**src/hw/rtl/jsu_pkg.sv**
```systemverilog
// Shared types and constants of the JSON string unescaper.
package jsu_pkg;

   // Result kinds.
   localparam logic [1:0] KIND_DATA  = 2'd0;
   localparam logic [1:0] KIND_END   = 2'd1;
   localparam logic [1:0] KIND_ERROR = 2'd2;

   // Error codes.
   localparam logic [2:0] ERR_UNTERM_STRING = 3'd0;
   localparam logic [2:0] ERR_UNTERM_ESCAPE = 3'd1;
   localparam logic [2:0] ERR_TRUNC_HEX     = 3'd2;
   localparam logic [2:0] ERR_BAD_HEX       = 3'd3;
   localparam logic [2:0] ERR_BAD_ESCAPE    = 3'd4;

   // What the main part of a command carries.
   localparam logic [1:0] MAIN_NONE = 2'd0;
   localparam logic [1:0] MAIN_RAW  = 2'd1;
   localparam logic [1:0] MAIN_CP   = 2'd2;

   // What closes a command.
   localparam logic [1:0] TAIL_NONE = 2'd0;
   localparam logic [1:0] TAIL_END  = 2'd1;
   localparam logic [1:0] TAIL_ERR  = 2'd2;

   localparam logic [20:0] REPL_CP   = 21'h00FFFD;
   localparam logic [20:0] SUPP_BASE = 21'h010000;
   localparam logic [15:0] HI_MIN    = 16'hD800;
   localparam logic [15:0] HI_MAX    = 16'hDBFF;
   localparam logic [15:0] LO_MIN    = 16'hDC00;
   localparam logic [15:0] LO_MAX    = 16'hDFFF;

   // One classified request: an optional replacement character, then a raw
   // byte or a code point, then an optional string end or error.
   typedef struct packed {
      logic        pre_repl;
      logic [1:0]  main_sel;
      logic [20:0] main_val;
      logic [1:0]  tail_sel;
      logic [2:0]  err_code;
   } cmd_type;

endpackage

```
**src/hw/rtl/jsu_front.sv**
```systemverilog
// Front end: accepts requests, tracks the string and escape phase, issues commands.
module jsu_front import jsu_pkg::*; (
   input  logic       clock,
   input  logic       reset,
   input  logic       req_valid,
   output logic       req_ready,
   input  logic [7:0] req_data_byte,
   input  logic       req_is_end,
   output logic       push,
   output cmd_type    push_cmd,
   input  logic       q_full
);

   localparam logic [3:0] PH_IDLE        = 4'd0;
   localparam logic [3:0] PH_STR         = 4'd1;
   localparam logic [3:0] PH_ESC         = 4'd2;
   localparam logic [3:0] PH_HEX1        = 4'd3;
   localparam logic [3:0] PH_AFTER_HI    = 4'd4;
   localparam logic [3:0] PH_AFTER_HI_BS = 4'd5;
   localparam logic [3:0] PH_HEX2        = 4'd6;

   localparam logic [7:0] CH_QUOTE = 8'h22;
   localparam logic [7:0] CH_BSL   = 8'h5C;
   localparam logic [7:0] CH_SLASH = 8'h2F;
   localparam logic [7:0] CH_B     = 8'h62;
   localparam logic [7:0] CH_F     = 8'h66;
   localparam logic [7:0] CH_N     = 8'h6E;
   localparam logic [7:0] CH_R     = 8'h72;
   localparam logic [7:0] CH_T     = 8'h74;
   localparam logic [7:0] CH_U     = 8'h75;

   logic [3:0]  phase_ff, phase_in;
   logic [15:0] hex_ff, hex_in;
   logic [1:0]  count_ff, count_in;
   logic [9:0]  high_ff, high_in;

   logic        accept;
   logic [7:0]  c;
   cmd_type     cmd;

   logic [1:0]  sb_main, sb_tail;
   logic [3:0]  sb_phase;
   logic [1:0]  eb_main, eb_tail;
   logic [7:0]  eb_val;
   logic [3:0]  eb_phase;
   logic        eb_hex;
   logic        hex_ok;
   logic [3:0]  hex_val;
   logic [15:0] acc;

   assign req_ready = !q_full;
   assign accept    = req_valid && req_ready;
   assign c         = req_data_byte;
   assign acc       = {hex_ff[11:0], hex_val};

   always_comb begin
      hex_ok  = 1'b1;
      hex_val = 4'd0;
      if (c inside {[8'h30:8'h39]}) begin
         hex_val = c[3:0];
      end else if (c inside {[8'h61:8'h66], [8'h41:8'h46]}) begin
         hex_val = c[3:0] + 4'd9;
      end else begin
         hex_ok = 1'b0;
      end
   end

   // Effect of an ordinary string byte.
   always_comb begin
      sb_main  = MAIN_RAW;
      sb_tail  = TAIL_NONE;
      sb_phase = PH_STR;
      if (c == CH_QUOTE) begin
         sb_main  = MAIN_NONE;
         sb_tail  = TAIL_END;
         sb_phase = PH_IDLE;
      end else if (c == CH_BSL) begin
         sb_main  = MAIN_NONE;
         sb_phase = PH_ESC;
      end
   end

   // Effect of the byte that follows a backslash.
   always_comb begin
      eb_main  = MAIN_RAW;
      eb_tail  = TAIL_NONE;
      eb_val   = c;
      eb_phase = PH_STR;
      eb_hex   = 1'b0;
      case (c)
         CH_QUOTE, CH_BSL, CH_SLASH: eb_val = c;
         CH_B: eb_val = 8'h08;
         CH_F: eb_val = 8'h0C;
         CH_N: eb_val = 8'h0A;
         CH_R: eb_val = 8'h0D;
         CH_T: eb_val = 8'h09;
         CH_U: begin
            eb_main  = MAIN_NONE;
            eb_phase = PH_HEX1;
            eb_hex   = 1'b1;
         end
         default: begin
            eb_main  = MAIN_NONE;
            eb_tail  = TAIL_ERR;
            eb_phase = PH_IDLE;
         end
      endcase
   end

   always_comb begin
      phase_in = phase_ff;
      hex_in   = hex_ff;
      count_in = count_ff;
      high_in  = high_ff;
      cmd      = '0;
      if (req_is_end) begin
         phase_in = PH_IDLE;
         case (phase_ff)
            PH_STR: begin
               cmd.tail_sel = TAIL_ERR;
               cmd.err_code = ERR_UNTERM_STRING;
            end
            PH_ESC: begin
               cmd.tail_sel = TAIL_ERR;
               cmd.err_code = ERR_UNTERM_ESCAPE;
            end
            PH_HEX1, PH_HEX2: begin
               cmd.tail_sel = TAIL_ERR;
               cmd.err_code = ERR_TRUNC_HEX;
            end
            PH_AFTER_HI: begin
               cmd.pre_repl = 1'b1;
               cmd.tail_sel = TAIL_ERR;
               cmd.err_code = ERR_UNTERM_STRING;
            end
            PH_AFTER_HI_BS: begin
               cmd.pre_repl = 1'b1;
               cmd.tail_sel = TAIL_ERR;
               cmd.err_code = ERR_UNTERM_ESCAPE;
            end
            default: ;
         endcase
      end else begin
         case (phase_ff)
            PH_STR: begin
               cmd.main_sel = sb_main;
               cmd.main_val = {13'd0, c};
               cmd.tail_sel = sb_tail;
               phase_in     = sb_phase;
            end
            PH_ESC: begin
               cmd.main_sel = eb_main;
               cmd.main_val = {13'd0, eb_val};
               cmd.tail_sel = eb_tail;
               cmd.err_code = ERR_BAD_ESCAPE;
               phase_in     = eb_phase;
               if (eb_hex) begin
                  hex_in   = '0;
                  count_in = '0;
               end
            end
            PH_HEX1, PH_HEX2: begin
               if (!hex_ok) begin
                  cmd.tail_sel = TAIL_ERR;
                  cmd.err_code = ERR_BAD_HEX;
                  phase_in     = PH_IDLE;
               end else if (count_ff != 2'd3) begin
                  hex_in   = acc;
                  count_in = count_ff + 2'd1;
               end else begin
                  hex_in   = acc;
                  count_in = '0;
                  phase_in = PH_STR;
                  cmd.main_sel = MAIN_CP;
                  cmd.main_val = {5'd0, acc};
                  if (phase_ff == PH_HEX1) begin
                     if (acc inside {[HI_MIN:HI_MAX]}) begin
                        high_in      = acc[9:0];
                        phase_in     = PH_AFTER_HI;
                        cmd.main_sel = MAIN_NONE;
                     end else if (acc inside {[LO_MIN:LO_MAX]}) begin
                        cmd.main_val = REPL_CP;
                     end
                  end else begin
                     high_in = '0;
                     if (acc inside {[LO_MIN:LO_MAX]}) begin
                        cmd.main_val = SUPP_BASE + {1'b0, high_ff, acc[9:0]};
                     end else begin
                        cmd.pre_repl = 1'b1;
                        if (acc inside {[HI_MIN:HI_MAX]}) begin
                           cmd.main_val = REPL_CP;
                        end
                     end
                  end
               end
            end
            PH_AFTER_HI: begin
               if (c == CH_BSL) begin
                  phase_in = PH_AFTER_HI_BS;
               end else begin
                  cmd.pre_repl = 1'b1;
                  cmd.main_sel = sb_main;
                  cmd.main_val = {13'd0, c};
                  cmd.tail_sel = sb_tail;
                  high_in      = '0;
                  phase_in     = sb_phase;
               end
            end
            PH_AFTER_HI_BS: begin
               if (c == CH_U) begin
                  phase_in = PH_HEX2;
                  hex_in   = '0;
                  count_in = '0;
               end else begin
                  cmd.pre_repl = 1'b1;
                  cmd.main_sel = eb_main;
                  cmd.main_val = {13'd0, eb_val};
                  cmd.tail_sel = eb_tail;
                  cmd.err_code = ERR_BAD_ESCAPE;
                  high_in      = '0;
                  phase_in     = eb_phase;
               end
            end
            default: begin
               phase_in = (c == CH_QUOTE) ? PH_STR : PH_IDLE;
            end
         endcase
      end
      if (phase_in == PH_IDLE) begin
         hex_in   = '0;
         count_in = '0;
         high_in  = '0;
      end
   end

   assign push_cmd = cmd;
   assign push     = accept && (cmd.pre_repl || (cmd.main_sel != MAIN_NONE) ||
                                (cmd.tail_sel != TAIL_NONE));

   always_ff @(posedge clock) begin
      if (reset) begin
         phase_ff <= PH_IDLE;
         hex_ff   <= '0;
         count_ff <= '0;
         high_ff  <= '0;
      end else if (accept) begin
         phase_ff <= phase_in;
         hex_ff   <= hex_in;
         count_ff <= count_in;
         high_ff  <= high_in;
      end
   end

endmodule

```
**src/hw/rtl/jsu_queue.sv**
```systemverilog
// Short first-word-fall-through command queue between front and back end.
module jsu_queue import jsu_pkg::*; #(
   parameter int DEPTH = 4
) (
   input  logic    clock,
   input  logic    reset,
   input  logic    push,
   input  cmd_type push_cmd,
   input  logic    pop,
   output cmd_type head_cmd,
   output logic    empty,
   output logic    full
);

   localparam int PW = (DEPTH > 1) ? $clog2(DEPTH) : 1;
   localparam int CW = $clog2(DEPTH + 1);
   localparam logic [PW-1:0] LAST_PTR = PW'(DEPTH - 1);
   localparam logic [CW-1:0] FULL_CNT = CW'(DEPTH);

   cmd_type         slot_ff [DEPTH];
   logic [PW-1:0]   wr_ff, wr_in, rd_ff, rd_in;
   logic [CW-1:0]   cnt_ff, cnt_in;

   assign empty    = (cnt_ff == '0);
   assign full     = (cnt_ff == FULL_CNT);
   assign head_cmd = slot_ff[rd_ff];

   always_comb begin
      wr_in  = wr_ff;
      rd_in  = rd_ff;
      cnt_in = cnt_ff;
      if (push) begin
         wr_in = (wr_ff == LAST_PTR) ? '0 : wr_ff + PW'(1);
      end
      if (pop) begin
         rd_in = (rd_ff == LAST_PTR) ? '0 : rd_ff + PW'(1);
      end
      if (push && !pop) begin
         cnt_in = cnt_ff + CW'(1);
      end else if (pop && !push) begin
         cnt_in = cnt_ff - CW'(1);
      end
   end

   always_ff @(posedge clock) begin
      if (push) begin
         slot_ff[wr_ff] <= push_cmd;
      end
   end

   always_ff @(posedge clock) begin
      if (reset) begin
         wr_ff  <= '0;
         rd_ff  <= '0;
         cnt_ff <= '0;
      end else begin
         wr_ff  <= wr_in;
         rd_ff  <= rd_in;
         cnt_ff <= cnt_in;
      end
   end

   a_no_overflow: assert property (@(posedge clock) disable iff (reset)
      !(push && full)) else $error("queue written while full");
   a_no_underflow: assert property (@(posedge clock) disable iff (reset)
      !(pop && empty)) else $error("queue read while empty");
   a_count_bound: assert property (@(posedge clock) disable iff (reset)
      cnt_ff <= FULL_CNT) else $error("queue count beyond depth");

endmodule

```
**src/hw/rtl/jsu_back.sv**
```systemverilog
// Back end: expands each command into UTF-8 bytes and a closing result.
module jsu_back import jsu_pkg::*; (
   input  logic       clock,
   input  logic       reset,
   input  cmd_type    head_cmd,
   input  logic       q_empty,
   output logic       pop,
   output logic       rsp_valid,
   input  logic       rsp_ready,
   output logic [7:0] rsp_out_byte,
   output logic [1:0] rsp_kind,
   output logic [2:0] rsp_error_code,
   output logic       rsp_last
);

   function automatic logic [3:0] utf8_len(input logic [20:0] cp);
      if (cp <= 21'h00007F) return 4'd1;
      if (cp <= 21'h0007FF) return 4'd2;
      if (cp <= 21'h00FFFF) return 4'd3;
      return 4'd4;
   endfunction

   function automatic logic [7:0] utf8_byte(input logic [20:0] cp, input logic [1:0] j);
      logic [7:0] b;
      b = 8'h00;
      if (cp <= 21'h00007F) begin
         b = cp[7:0];
      end else if (cp <= 21'h0007FF) begin
         b = (j == 2'd0) ? {3'b110, cp[10:6]} : {2'b10, cp[5:0]};
      end else if (cp <= 21'h00FFFF) begin
         case (j)
            2'd0:    b = {4'b1110, cp[15:12]};
            2'd1:    b = {2'b10, cp[11:6]};
            default: b = {2'b10, cp[5:0]};
         endcase
      end else begin
         case (j)
            2'd0:    b = {5'b11110, cp[20:18]};
            2'd1:    b = {2'b10, cp[17:12]};
            2'd2:    b = {2'b10, cp[11:6]};
            default: b = {2'b10, cp[5:0]};
         endcase
      end
      return b;
   endfunction

   cmd_type    cmd_ff;
   logic       busy_ff;
   logic [2:0] pos_ff;

   logic [3:0] repl_len, main_len, tail_len, total, p, j;
   logic       done;

   always_comb begin
      repl_len = cmd_ff.pre_repl ? utf8_len(REPL_CP) : 4'd0;
      case (cmd_ff.main_sel)
         MAIN_RAW: main_len = 4'd1;
         MAIN_CP:  main_len = utf8_len(cmd_ff.main_val);
         default:  main_len = 4'd0;
      endcase
      tail_len = (cmd_ff.tail_sel != TAIL_NONE) ? 4'd1 : 4'd0;
      total    = repl_len + main_len + tail_len;
      p        = {1'b0, pos_ff};
      j        = p - repl_len;

      rsp_out_byte   = 8'h00;
      rsp_kind       = KIND_DATA;
      rsp_error_code = ERR_UNTERM_STRING;
      if (p < repl_len) begin
         rsp_out_byte = utf8_byte(REPL_CP, pos_ff[1:0]);
      end else if (p < repl_len + main_len) begin
         rsp_out_byte = (cmd_ff.main_sel == MAIN_RAW) ? cmd_ff.main_val[7:0] :
                        utf8_byte(cmd_ff.main_val, j[1:0]);
      end else if (cmd_ff.tail_sel == TAIL_END) begin
         rsp_kind = KIND_END;
      end else begin
         rsp_kind       = KIND_ERROR;
         rsp_error_code = cmd_ff.err_code;
      end
   end

   assign rsp_valid = busy_ff;
   assign rsp_last  = (p == total - 4'd1);
   assign done      = rsp_valid && rsp_ready && rsp_last;
   assign pop       = !q_empty && (!busy_ff || done);

   always_ff @(posedge clock) begin
      if (pop) begin
         cmd_ff <= head_cmd;
      end
   end

   always_ff @(posedge clock) begin
      if (reset) begin
         busy_ff <= 1'b0;
         pos_ff  <= '0;
      end else if (pop) begin
         busy_ff <= 1'b1;
         pos_ff  <= '0;
      end else if (done) begin
         busy_ff <= 1'b0;
         pos_ff  <= '0;
      end else if (rsp_valid && rsp_ready) begin
         pos_ff <= pos_ff + 3'd1;
      end
   end

   a_pos_in_range: assert property (@(posedge clock) disable iff (reset)
      busy_ff |-> (p < total)) else $error("result position past command end");
   a_pos_holds: assert property (@(posedge clock) disable iff (reset)
      (rsp_valid && !rsp_ready) |=> $stable(pos_ff))
      else $error("result position moved while stalled");
   a_refill: assert property (@(posedge clock) disable iff (reset)
      (done && !q_empty) |=> (busy_ff && pos_ff == 3'd0))
      else $error("queued command not taken after last result");

endmodule

```
**src/hw/rtl/json_string_unescape_utf8_top.sv**
```systemverilog
// Top level of the JSON string unescaper with UTF-8 output.
//
// Requests carry one byte of JSON text (req_data_byte) or an end-of-text
// mark (req_is_end). Outside a string every byte but a double quote is
// dropped. Inside a string each request gives zero to six results on the
// rsp_ channel: decoded UTF-8 bytes (kind data), a string end, or an error
// that closes the string. rsp_last flags the final result of a request.
//
// The front end classifies one request per cycle unless the queue is full
// and queues a command; the back end expands a command into one result per
// cycle while rsp_ready is high. Throughput is one request per cycle while
// each gives at most one result; a request with more results holds the back
// end until its last one is taken, and the queue absorbs such bursts.
//
// When the receiver stalls, the current result holds and the queue fills;
// req_ready falls only when the queue is full. Reset empties the queue and
// returns the parser to idle, outside any string.
module json_string_unescape_utf8_top import jsu_pkg::*; #(
   parameter int QUEUE_DEPTH = 4
) (
   input  logic       clock,
   input  logic       reset,
   input  logic       req_valid,
   output logic       req_ready,
   input  logic [7:0] req_data_byte,
   input  logic       req_is_end,
   output logic       rsp_valid,
   input  logic       rsp_ready,
   output logic [7:0] rsp_out_byte,
   output logic [1:0] rsp_kind,
   output logic [2:0] rsp_error_code,
   output logic       rsp_last
);

   logic    push, pop, q_empty, q_full;
   cmd_type push_cmd, head_cmd;

   jsu_front u_front (
      .clock         (clock),
      .reset         (reset),
      .req_valid     (req_valid),
      .req_ready     (req_ready),
      .req_data_byte (req_data_byte),
      .req_is_end    (req_is_end),
      .push          (push),
      .push_cmd      (push_cmd),
      .q_full        (q_full)
   );

   jsu_queue #(.DEPTH(QUEUE_DEPTH)) u_queue (
      .clock    (clock),
      .reset    (reset),
      .push     (push),
      .push_cmd (push_cmd),
      .pop      (pop),
      .head_cmd (head_cmd),
      .empty    (q_empty),
      .full     (q_full)
   );

   jsu_back u_back (
      .clock          (clock),
      .reset          (reset),
      .head_cmd       (head_cmd),
      .q_empty        (q_empty),
      .pop            (pop),
      .rsp_valid      (rsp_valid),
      .rsp_ready      (rsp_ready),
      .rsp_out_byte   (rsp_out_byte),
      .rsp_kind       (rsp_kind),
      .rsp_error_code (rsp_error_code),
      .rsp_last       (rsp_last)
   );

endmodule
```
**config.mk**
```make
export PLATFORM = sky130hd
export DESIGN_NAME = json_string_unescape_utf8_top
export DESIGN_NICKNAME = d
export VERILOG_FILES = /design/src/hw/rtl/jsu_pkg.sv /design/src/hw/rtl/jsu_front.sv /design/src/hw/rtl/jsu_queue.sv /design/src/hw/rtl/jsu_back.sv /design/src/hw/rtl/json_string_unescape_utf8_top.sv
export SDC_FILE = /design/constraint.sdc
export NUM_CORES = 1
export LEC_CHECK = 0
export BUFFER_PORTS_ARGS = -buffer_cell sky130_fd_sc_hd__buf_4
export CELL_PAD_IN_SITES_DETAIL_PLACEMENT = 0
export CELL_PAD_IN_SITES_GLOBAL_PLACEMENT = 1
export CORE_MARGIN = 1
export CORE_UTILIZATION = 52
export CTS_CLUSTER_SIZE = 14
export DETAILED_ROUTE_END_ITERATION = 6
export GPL_TIMING_DRIVEN = 0
export PLACE_DENSITY_LB_ADDON = 0.1
export SYNTH_ARGS = -nofsm -noshare
export SYNTH_HDL_FRONTEND = slang
export SYNTH_SLANG_ARGS = --single-unit
export TNS_END_PERCENT = 5
```
**constraint.sdc**
```tcl
create_clock -name clock -period 7 [get_ports clock]
set_clock_uncertainty 0.05 [all_clocks]
set_input_delay 0.7 -clock clock [delete_from_list [all_inputs] [get_ports clock]]
set_output_delay 0.7 -clock clock [all_outputs]
set_load 0.05 [all_outputs]
```
=== Word-level counts from Yosys, hierarchy flattened ===
Memory sizes are Yosys's and may differ from the RTL's. A register that Yosys moved wholly into a read port is not among the register bits.
Cells that the tools add are included.
W data, S select, Z words.

* Add/subtract/negate cells: 12
* Magnitude comparators: 15
* Equal/unequal tests: 34
* Muxes and demuxes: 109
* Reduce and logical (&&, ||, !) cells: 41

{| class="wikitable"
|+ Operators by type and width
! cell !! number
|-
| $pmux W25 S5 || 1
|-
| $mux W10 || 8
|-
| $mux W12 || 5
|-
| $eq A8 B7 Y1 const B || 7
|-
| $mux W4 || 14
|-
| $mux W16 || 3
|-
| $mux W24 || 2
|-
| $mux W8 || 6
|-
| $mux W21 || 2
|-
| $pmux W8 S5 || 1
|-
| $pmux W12 S3 || 1
|-
| $mux W2 || 17
|-
| $ge A16 B16 Y1 const B || 2
|-
| $le A16 B16 Y1 const B || 2
|-
| $pmux W10 S3 || 1
|-
| $mux W29 || 1
|-
| $pmux W7 S2 || 2
|-
| $mux W26 || 1
|-
| $mux W1 || 25
|-
| $mux W23 || 1
|-
| $add A17 B20 Y21 const A || 1
|-
| $le A21 B11 Y1 const B || 1
|-
| $le A21 B16 Y1 const B || 1
|-
| $le A21 B7 Y1 const B || 1
|-
| 51 further kinds || 105
|}

* Register bits after elaboration: 39
* Bits in writable memories: 116
* Input port bits: 13
* Output and inout port bits: 16
* Logic and storage cells: 221
* Memories kept: 1

{| class="wikitable"
|+ Memory list
! memory !! words !! bits a word !! read ports !! clocked after Yosys merged registers in !! wr ports !! line !! text
|-
| u_queue.slot_ff || 4 || 29 || 1 || 1 || 1 || jsu_queue.sv:20 || <nowiki>cmd_type slot_ff [DEPTH];</nowiki>
|}

=== Depth between registers and ports, before layout ===
* Depth after elaboration: 22
* Depth in mapped cells: 23
* Gate-level depth less buffers: 21

=== Modules after synthesis ===
From an unflattened synthesis, not the netlist that was laid out.

* Cell total of the unflattened synthesis: 697
* Area, all modules: 9113.7 µm²

{| class="wikitable"
|+ By module, submodules not included
! module !! times used !! cells an instance !! area an instance (µm²) !! seq. area each (µm²)
|-
| jsu_queue || 1 || 195 || 4633.2 || 3663.5
|-
| jsu_front || 1 || 303 || 2306.0 || 560.5
|-
| jsu_back || 1 || 199 || 2174.6 || 950.9
|}

=== Least setup slack after synthesis ===
Ideal clock, no wire load.

* Kind: register to output
* From: reg u_back.cmd_ff[24] (netlist name)
* To: out rsp_out_byte[1]
* Data arrival time: 4.881 ns
* Data required time: 6.250 ns
* Path slack: 1.369 ns
* Stages on the path, launching flop included: 17
* Buffers on the path: 2
* Cell sequence: edfxtp_1 or4_1 or2_2 clkbuf_1 nor2_1 a21oi_1 clkbuf_1 a211oi_1 ha_1 inv_1 fa_1 ha_1 a21boi_0 o21a_1 o21ai_0 nand2_1 o21ai_0

* Longest elaborated chain between the ends: 13
* Elaborated cells on any way between the ends: 27
* Those cells by class: 1 x add/sub; 4 x order compare; 22 x mux

{| class="wikitable"
|+ Ends and longest elaborated chain
! element !! line !! text
|-
| $le A21 B16 Y1 || jsu_back.sv:19, jsu_back.sv:30 ||
|-
| $mux W1 (2 in series) || jsu_back.sv:19 || <nowiki>if (cp <= 21'h00FFFF) return 4'd3;</nowiki>
|-
| $mux W1 || jsu_back.sv:18 || <nowiki>if (cp <= 21'h0007FF) return 4'd2;</nowiki>
|-
| $mux W1 || jsu_back.sv:56 || <nowiki>case (cmd_ff.main_sel)</nowiki>
|-
| $mux W4 || jsu_back.sv:20 || <nowiki>return 4'd4;</nowiki>
|-
| $mux W4 || jsu_back.sv:19 ||
|-
| $mux W4 || jsu_back.sv:18 ||
|-
| $pmux W4 S2 || jsu_back.sv:56 ||
|-
| $add A4 B4 Y4 || jsu_back.sv:71 || <nowiki>end else if (p < repl_len + main_len) begin</nowiki>
|-
| $lt A3 B4 Y1 || jsu_back.sv:71 ||
|-
| $mux W8 * || jsu_back.sv:71 ||
|-
| $mux W8 * || jsu_back.sv:69 || <nowiki>if (p < repl_len) begin</nowiki>
|-
| end: declaration || json_string_unescape_utf8_top.sv:29 || <nowiki>output logic [7:0] rsp_out_byte,</nowiki>
|}

Every way passes the cells marked *; elsewhere a longest branch is shown, timed or not. The select of a mux whose other input is x is not followed.

=== Worst setup path after layout ===
* From: reg u_back.cmd_ff[22] (netlist name)
* To: out rsp_out_byte[4]

* Longest elaborated chain between the ends: 13
* Elaborated cells on any way between the ends: 26
* Those cells by class: 1 x add/sub; 4 x order compare; 21 x mux

{| class="wikitable"
|+ Ends and longest elaborated chain
! element !! line
|-
| $le A21 B16 Y1 || jsu_back.sv:19, jsu_back.sv:30
|-
| $mux W1 (2 in series) || jsu_back.sv:19
|-
| $mux W1 || jsu_back.sv:18
|-
| $mux W1 || jsu_back.sv:56
|-
| $mux W4 || jsu_back.sv:20
|-
| $mux W4 || jsu_back.sv:19
|-
| $mux W4 || jsu_back.sv:18
|-
| $pmux W4 S2 || jsu_back.sv:56
|-
| $add A4 B4 Y4 || jsu_back.sv:71
|-
| $lt A3 B4 Y1 || jsu_back.sv:71
|-
| $mux W8 * || jsu_back.sv:71
|-
| $mux W8 * || jsu_back.sv:69
|}

Marks and branches as above.

==> out/metrics.csv <==
metric,value,unit
cp_cell_sequence,"or4_1, or2_2, clkbuf_1, nor2_1, a21oi_1, clkbuf_1, a211oi_1, ha_1, inv_1, fa_1, ha_1, a21boi_0, o21a_1, o21ai_0, a311oi_1, a21oi_1, buf_4",
r2r_cells,17,
dpl_cell_area,9457,µm²
ys_seq_elements,184,
fin_crit_sh,87.68,%
drt-vias-per-instance,6.123,
overflow,0,
p_sw,0.001241,W
r2r-start,u_back.cmd_ff[22]$_DFFE_PP_,
p_leak,3.233,nW
holdBufCountCts,0,
synth_cells,694,
post_cts_resized,0,
cp_num_buf_inv,4,
tightest_slew,1.274,ns
cts_setup_buffers,0,
stdcell_area,10030,µm²
ys_seq_area_share,57.22,%
die_h,133.4,µm
hp-start,u_front.high_ff[5]$_SDFFE_PP0P_,
hold_path_end,u_front.high_ff[5]$_SDFFE_PP0P_,
area_growth,11.81,%
drtAntennaViolNets,0,
hp-class,register to register,
ys.flop_type,edfxtp_1,
final-hold-violation-count,0,
async_flop_share,0,%
crit_start,u_back.cmd_ff[22]$_DFFE_PP_,
period_minus_slack,6.137,ns
pwr-share-clk,26.6,%
r2r_slack,1.05,ns
rows,47,
htreeDepth,4,
slew_viol_final,0,
setup_tns,0,ns
fin_util,60.08,%
core_area,16700,µm²
internal-power,0.002202,W
p_seq_share,39.5,%
clk_pin_slew,0.07,ns
diodes,0,
timing.rr.end,u_back.cmd_ff[10]$_DFFE_PP_,
synth_area,8974,µm²
wl_per_cell,20.61,µm
numCtsBuffers,17,
slew_headroom,15.06,%
initial_core_util,53.73,%
dp_hpwl,14920,µm
final_layout_size_suffix_gt1_share,16.20,%
setup_viol,0,
cp_data_required_time,6.25,ns
grt_pass1_wl,32280,µm
die_w,133.4,µm
irDropWorstVdd,0.2523,mV
root_buffer,clkbuf_16,
cts_buffer_depth,2,
crit_fanout,10,
path_depth,17,
final-seq-area,5135,µm²
cp-start-kind,register,
clkLatencyLatePin,0.43,ns
syn_area_per_cell,12.93,µm²
power.density,343.2,nW/µm²
grt_setup_unrepaired,false,
grt_pass1_vias,6032,
synth.distinct_cells,80,
total_power,0.003443,W
fill_cells,1330,
dieArea,17790,µm²
p_sw_share,36.05,%
cp_data_arrival_time,5.39,ns
synth_edf_count,145,
yosysWarnings,0,
whs,0.4300,ns
clock-sinks,184,
gp_congestion,0.9773,
maxCapViolCount,0,
firstDrtPassIters,7,
port_buffers,27,
multi_input_area,3607,µm²
hold-path-cell-count,1,
routed_wl,20060,µm
finalNetCount,781,
endpoint_kind,output pin,
crit_slowest_cell,o21ai_0,
worstSetupPathType,register to output pin,
cts_tree,done,
drt-initial-drc-count,357,
grt.total_usage,23.98,%
grt_start_max_net_pins,30,
ios,29,
path_delay_family,compound AO/OA/AOI/OAI gates,
outcome,"complete, no violations",
synth_fp_nets,735,
power.share.combinational,33.9,%
drc,0,
antenna_found_initial,0,
max_stage_delay,0.62,ns
fmax,162.9,MHz
via_count,5958,
## layout make-up
cell class,instances,share of cell area (%)
inverters,25,0.9353
multi-input cells,455,35.95
flip-flops and latches,184,51.18
clock inverters,15,1.509
plain buffers,30,1.422
well taps,220,2.743
clock buffers,17,4.240
repair buffers,27,2.020
## power by group through the flow
stage | sequential, W | combinational [W] | clock, W
after floorplan | 0.00136 | 0.000876 | 0
after global placement | 0.00138 | 0.00114 | 0
after detailed placement | 0.00139 | 0.00117 | 0
after CTS | 0.00136 | 0.00117 | 0.000935
after global routing | 0.00137 | 0.00127 | 0.000973
final | 0.00136 | 0.00117 | 0.000917
## registers in the layout, indices dropped and copies added (netlist names)
register / flops
u_back.pos_ff: 3
u_back.rsp_valid: 1
u_front.hex_ff: 12
u_front.high_ff: 10
u_queue.slot_ff: 116
u_queue.cnt_ff: 3
u_front.phase_ff: 4
u_queue.wr_ff: 2
u_back.cmd_ff: 29
u_queue.rd_ff: 2
u_front.count_ff: 2
## cell families after synthesis
group	count (synthesis)	synth area share, %
flops	184	57.22
compound gates	153	12.73
xor+xnor	15	1.464
buf+inv	55	2.635
simple gates	217	12.72
fa+ha+maj	28	4.071
mux	42	9.161
## worst max path at each step
| stage | end | slack [ns] |
|---|---|---|
| floorplan | rsp_out_byte[1] | 1.37 |
| CTS | rsp_out_byte[4] | 0.85 |
| global placement | u_back.cmd_ff[1]$_DFFE_PP_ | 1.19 |
| global route | rsp_out_byte[4] | 0.44 |
| detailed placement | u_back.cmd_ff[3]$_DFFE_PP_ | 1.05 |
| finish | rsp_out_byte[4] | 0.86 |
## layout by cell type, fill, tap and decap left out, types with 4 or more instances in the layout
| master | count |
|---|---|
| mux4_2 | 32 |
| o21ai_0 | 37 |
| nand3_1 | 11 |
| and2_1 | 9 |
| mux2i_1 | 9 |
| a31oi_1 | 5 |
| o21a_1 | 4 |
| o22ai_1 | 4 |
| and2_2 | 5 |
| nor2b_1 | 5 |
| nor4_1 | 5 |
| clkbuf_16 | 17 |
| clkbuf_1 | 18 |
| nor3_1 | 18 |
| inv_8 | 7 |
| xor2_1 | 7 |
| xnor2_1 | 8 |
| inv_1 | 25 |
| nand2_1 | 51 |
| o211ai_1 | 5 |
| edfxtp_1 | 145 |
| or2_2 | 6 |
| a22oi_1 | 7 |
| inv_6 | 4 |
| ha_1 | 26 |
| nand4_1 | 9 |
| dfxtp_1 | 39 |
| nand3b_1 | 7 |
| or3_1 | 5 |
| a22o_1 | 19 |
| buf_4 | 28 |
| nor2_1 | 56 |
| buf_1 | 5 |
| a21oi_1 | 18 |
## worst register-to-register path: stages, from the launching register on
cell,delay [ns]
edfxtp_1,0.42
or4_1,0.58
or2_2,0.30
clkbuf_1,0.18
nor2_1,0.23
a21oi_1,0.12
clkbuf_1,0.27
a211oi_1,0.27
ha_1,0.21
inv_1,0.06
fa_1,0.50
ha_1,0.32
xnor2_1,0.12
nor2_1,0.13
nand2_1,0.07
a21oi_1,0.42
nand2b_1,0.29
and2_1,1.01
## routing by layer
metal | vias up | routed length, µm | global-route usage [%] | part of all wire, %
met1 | 2929 | 8554 | 30.36 | 43
met4 | 0 | 637 | 10.92 | 3.2
met2 | 175 | 9861 | 39.87 | 49
met3 | 41 | 1004 | 4.833 | 5.0
met5 | - | 0 | 0 | 0
li1 | 2813 | - | - | -
## cells in the mapped netlist, types with 9 or more instances
cell,n,area (µm²)
nor3_1,18,90.09
nand3_1,11,55.05
mux4_2,32,720.7
nand4_1,9,56.30
nor2_1,56,210.2
nand2_1,51,191.4
a22o_1,19,166.4
mux2i_1,9,90.09
dfxtp_1,39,780.8
ha_1,26,325.3
edfxtp_1,145,4354
a21oi_1,18,90.09
and2_1,13,81.33
o21ai_0,37,185.2
inv_1,25,93.84
clkbuf_1,18,67.56
## metrics by stage
stage,setup WS (ns),cells
after detailed placement,1.049,941
after global placement,1.192,941
final,0.8625,973
after floorplan,1.369,694
after CTS,0.8529,973
after global routing,0.4350,973
Note: power is estimated with default switching activity, not from simulation.
